--- config.mk ---
export PLATFORM = sky130hd
export DESIGN_NAME = cmma_mem
export DESIGN_NICKNAME = d
export VERILOG_FILES = /design/src/complex_matrix_multiply_accumulate_macros.svh /design/src/cmma_mem.sv
export SDC_FILE = /design/constraint.sdc
export NUM_CORES = 1
export LEC_CHECK = 0
export BUFFER_PORTS_ARGS = -buffer_cell sky130_fd_sc_hd__clkbuf_2
export CORE_MARGIN = 5
export CORE_UTILIZATION = 40
export CTS_CLUSTER_SIZE = 12
export DETAILED_ROUTE_END_ITERATION = 16
export PLACE_DENSITY_LB_ADDON = 0.05
export SLEW_MARGIN = 20
export SYNTH_ARGS = -nofsm -noshare
export SYNTH_HDL_FRONTEND = slang
export SYNTH_SLANG_ARGS = --single-unit
--- constraint.sdc ---
create_clock -name clk -period 6.9 [get_ports clk]
set_input_delay 0.345 -clock clk [delete_from_list [all_inputs] [get_ports clk]]
set_output_delay 0.345 -clock clk [all_outputs]
set_load 0.01 [all_outputs]
--- src/complex_matrix_multiply_accumulate_macros.svh ---
// Assertion macros used by the matrix multiply-accumulate top level
`ifndef COMPLEX_MATRIX_MULTIPLY_ACCUMULATE_MACROS_SVH
`define COMPLEX_MATRIX_MULTIPLY_ACCUMULATE_MACROS_SVH
// Implication checked every clock, disabled during reset
`define CMMA_ASSERT_IMP(label, clk, rst_n, ante, cons, msg) \
	label: assert property (@(posedge clk) disable iff (!rst_n) (ante) |-> (cons)) \
		else $error(msg);
// Next-cycle implication
`define CMMA_ASSERT_NXT(label, clk, rst_n, ante, cons, msg) \
	label: assert property (@(posedge clk) disable iff (!rst_n) (ante) |=> (cons)) \
		else $error(msg);
`endif

--- src/cmma_mem.sv ---
// Memory: synchronous one-read one-write element store
`timescale 1ns / 1ps
module cmma_mem #(
	parameter int DEPTH = 9,
	parameter int AW = 4
) (
	input  logic          clk,
	input  logic          we,
	input  logic [AW-1:0] waddr,
	input  logic [63:0]   wdata,
	input  logic [AW-1:0] raddr,
	output logic [63:0]   rdata
);
	logic [63:0] mem [DEPTH];

	// write port
	always_ff @(posedge clk) begin
		if (we) begin
			mem[waddr] <= wdata;
		end
	end

	// registered read
	always_ff @(posedge clk) begin
		rdata <= mem[raddr];
	end
endmodule

; Word level (Yosys, flattened, before mapping)
; Memory sizes are Yosys's and may differ from the RTL's. A register that Yosys moved wholly into a read port is not among the register bits.
; Cells that the tools add are included.
[totals]
elab_cells = 3
register_bits = 0
mem_count = 1
ram_bits = 576
output_inout_bits = 64
[op_classes]
n_mux = 2
[mem_list]
columns = memory, depth, word_bits, rd, rd_ports_with_merged_regs, write_ports, line
row1 = mem, 9, 64, 1, 1, 1, cmma_mem.sv:14  ; logic [63:0] mem [DEPTH];
[ops]
columns = op, count
row1 = 1-bit 2-to-1 mux, 2

; Logic depth before layout (Yosys ltp)
[depth]
ltp_word = 2
depth_mapped = 6

; Least setup slack after synthesis
; Ideal clock, no wire load.
[synth_path]
path_kind = input port to flip-flop
from = input port waddr[1]
to = memory mem[8][0], enable pin
slack_ns = -0.375
arrival_time_ns = 6.624
stages = 1
t_required_ns = 6.249
setup_time_ns = 0.651
cell_sequence = nor4_1
[synth_lines]
columns = element, line
row1 = start: declaration, cmma_mem.sv:9  ; input logic [AW-1:0] waddr,
row2 = end: declaration, cmma_mem.sv:14
; No word-level cell before the write port.

; Final worst setup path
[layout_path]
from = input port waddr[2]
to = memory mem[1][47], enable pin
; No word-level cell before the write port.

==> impl_metrics.env <==
export IMPL_ys_warn_count=0
export IMPL_grt_usage_pct=15.9
export IMPL_syn_nets=1314
export IMPL_synth_edf_count=576
export IMPL_cts_sinks=640
export IMPL_synth_top_area_share_pct=72.3
export IMPL_min_path_type="input port to register"
export IMPL_avgViaCountPerCell=5.16
export IMPL_grt_antenna_before_repair=4
export IMPL_drive_above_1_share_pct=31.0
export IMPL_fillers=5029
export IMPL_final_nets=1474
export IMPL_ios=138
export IMPL_ys_seq_area_share_pct=77.7
export IMPL_tns_ns=0
export IMPL_synth_common_cells="edfxtp_1 (576), mux2_2 (128), mux2i_1 (128), nand2_1 (67)"
export IMPL_drc=0
export IMPL_first_pass_iters=5
export IMPL_dp_hpwl_um=25700
export IMPL_syn_instance_count=1240
export IMPL_synth_most_common_cell="edfxtp_1"
export IMPL_p_leak_nw=9.45
export IMPL_gp_congestion=0.712
export IMPL_gr_total_overflow=0
export IMPL_setup_viol=0
export IMPL_layout_worst_path_cycle_share_pct=32.4
export IMPL_cts_root_buf="clkbuf_16"
export IMPL_r2r_cells=3
export IMPL_grt_first_pass_wirelength_um=77100
export IMPL_yosys_top_cells_area="edfxtp_1 (72%), mux2_2 (6.0%), dfxtp_1 (5.4%)"
export IMPL_syn_avg_cell_area_um2=19.3
export IMPL_cts_tree="yes"
export IMPL_grt_pass1_vias=11900
export IMPL_finalHoldViolations=0
export IMPL_initialDrtViolationCount=573
export IMPL_start_util_pct=40.4
export IMPL_clock_fmax_mhz=447
export IMPL_fin_crit_ns=2.24
export IMPL_cp_data_required_time_ns=7.10
export IMPL_cts_resized=0
export IMPL_hold_path_depth=1
export IMPL_ys_flop_type="edfxtp_1"
export IMPL_dieWidth_um=254
export IMPL_cts_made_buffers=71
export IMPL_dpl_instance_area_um2=25300
export IMPL_status="completed"
export IMPL_max_cap_violations=0
export IMPL_antenna_left=0
export IMPL_synthArstFlopShare_pct=0
export IMPL_vias=11500
export IMPL_wirelength_um=51900
export IMPL_synth_largest_area_cell="edfxtp_1"
export IMPL_power_per_cell_area_nw_per_um2=300
export IMPL_fin_skew_ns=0.0138
export IMPL_synth_area_um2=23900
export IMPL_worstMarginPinSlew_ns=1.03
export IMPL_coreArea_um2=59100
export IMPL_rows=89
export IMPL_cp_arrival_ns=2.44
export IMPL_max_slew_margin_rel_pct=31.1
export IMPL_post_cts_buffers=0
export IMPL_final_max_slew_violation_count=0
export IMPL_path_clk_slew_ns=0.06
export IMPL_portBuffers=137
export IMPL_crit_fanout=49
export IMPL_ctsHtreeMaxLevel=3
export IMPL_ys_ff_latch=640
export IMPL_ys_types=22
export IMPL_ir_drop_mv=0.157
export IMPL_die_area_um2=64800
export IMPL_clock_path_buffers=3
export IMPL_critPathCaptureType="register"
export IMPL_rsz0062_at_grt="no"
export IMPL_startpoint_type="input port"
export IMPL_syn2layout_area_growth_pct=14.8
export IMPL_die_h_um=254
export IMPL_grt_max_degree=136
export IMPL_fin_area_um2=27400
export IMPL_path_class="input port to register"
export IMPL_clock_latency_ns=0.58
export IMPL_wire_per_inst_um=23.3
export IMPL_holdBufCountCts=0
-- critical path: stages --
cell      delay, ns
clkbuf_2       0.12
or3b_2         0.60
nor2_4         0.53
buf_4          0.81
-- logic make-up (layout without fill, tap and decap cells) --
group	after synthesis	in the layout	synth area share, %
flip-flops	640	640	77.7
multiplexers	256	256	11.4
other	0	2	0
AO/OA/AOI/OAI	192	192	7.37
buffers and inverters	69	281	2.14
AND/OR/NAND/NOR	83	83	1.40
-- through the flow --
stage	hold slack, ns	utilization [%]	setup WS [ns]	power (mW)	instances
6_report	0.0610	46.4	4.66	8.25	2227
5_1_grt	0.0523	46.4	4.54	8.58	2226
4_1_cts	0.0217	46.4	4.60	8.37	2225
3_5_place_dp	0.440	42.8	3.97	4.87	2100
3_3_place_gp	0.437	42.8	4.02	4.86	2100
2_1_floorplan	0.427	-	1.12	4.70	1240
-- per-layer routing --
layer | up-vias | GRT usage [%] | share of wire, %
met5 | - | 0 | 0.052
met4 | 4 | 4.63 | 1.6
met3 | 58 | 3.43 | 4.6
met2 | 204 | 26.6 | 50
met1 | 5924 | 21.3 | 44
li1 | 5293 | - | -
-- flip-flops by register name, indices dropped and copies added, names as in the netlist --
signal / count
mem: 576
rdata: 64
-- cell type report --
type                            instances  area (µm²)  share of cell area (%)
Sequential cell                       640       18600                    67.7
Tap cell                              773         967                    3.52
Timing Repair Buffer                  156         857                    3.12
Antenna cell                            2        5.00                  0.0182
Clock inverter                         17         100                   0.365
Clock buffer                          108        2020                    7.35
Multi-Input combinational cell        531        4920                    17.9
-- worst paths after layout --
kind	start	slack (ns)	to
worst max-delay path	waddr[2]	4.66	mem[1][47]
worst min register to register	mem[8][10]	0.45	rdata[10]
worst min-delay path	wdata[28]	0.06	mem[1][28]
worst max register to register	mem[4][50]	5.80	rdata[50]
-- cell usage in the layout (no fill, tap or decap), types with 2 or more instances in the layout --
| master | n |
|---|---|
| clkbuf_8 | 6 |
| clkinv_1 | 8 |
| a22o_1 | 64 |
| nor2_4 | 7 |
| nand2_1 | 66 |
| mux2_2 | 128 |
| mux2i_1 | 128 |
| clkbuf_16 | 73 |
| nor3_2 | 2 |
| edfxtp_1 | 576 |
| o31ai_2 | 64 |
| o22ai_1 | 64 |
| dfxtp_1 | 64 |
| buf_4 | 18 |
| nand2b_1 | 2 |
| clkbuf_1 | 29 |
| clkinv_2 | 8 |
| diode_2 | 2 |
| clkbuf_2 | 135 |
-- report_power, final --
part           leakage [nW]  internal [mW]  switching [mW]  total, mW
clock network          1.03           2.04            1.43       3.47
logic                  2.67          0.160           0.259      0.420
registers              5.74           4.33          0.0284       4.35
total                  9.45           6.53            1.72       8.25
(Power assumes the default switching activity.)
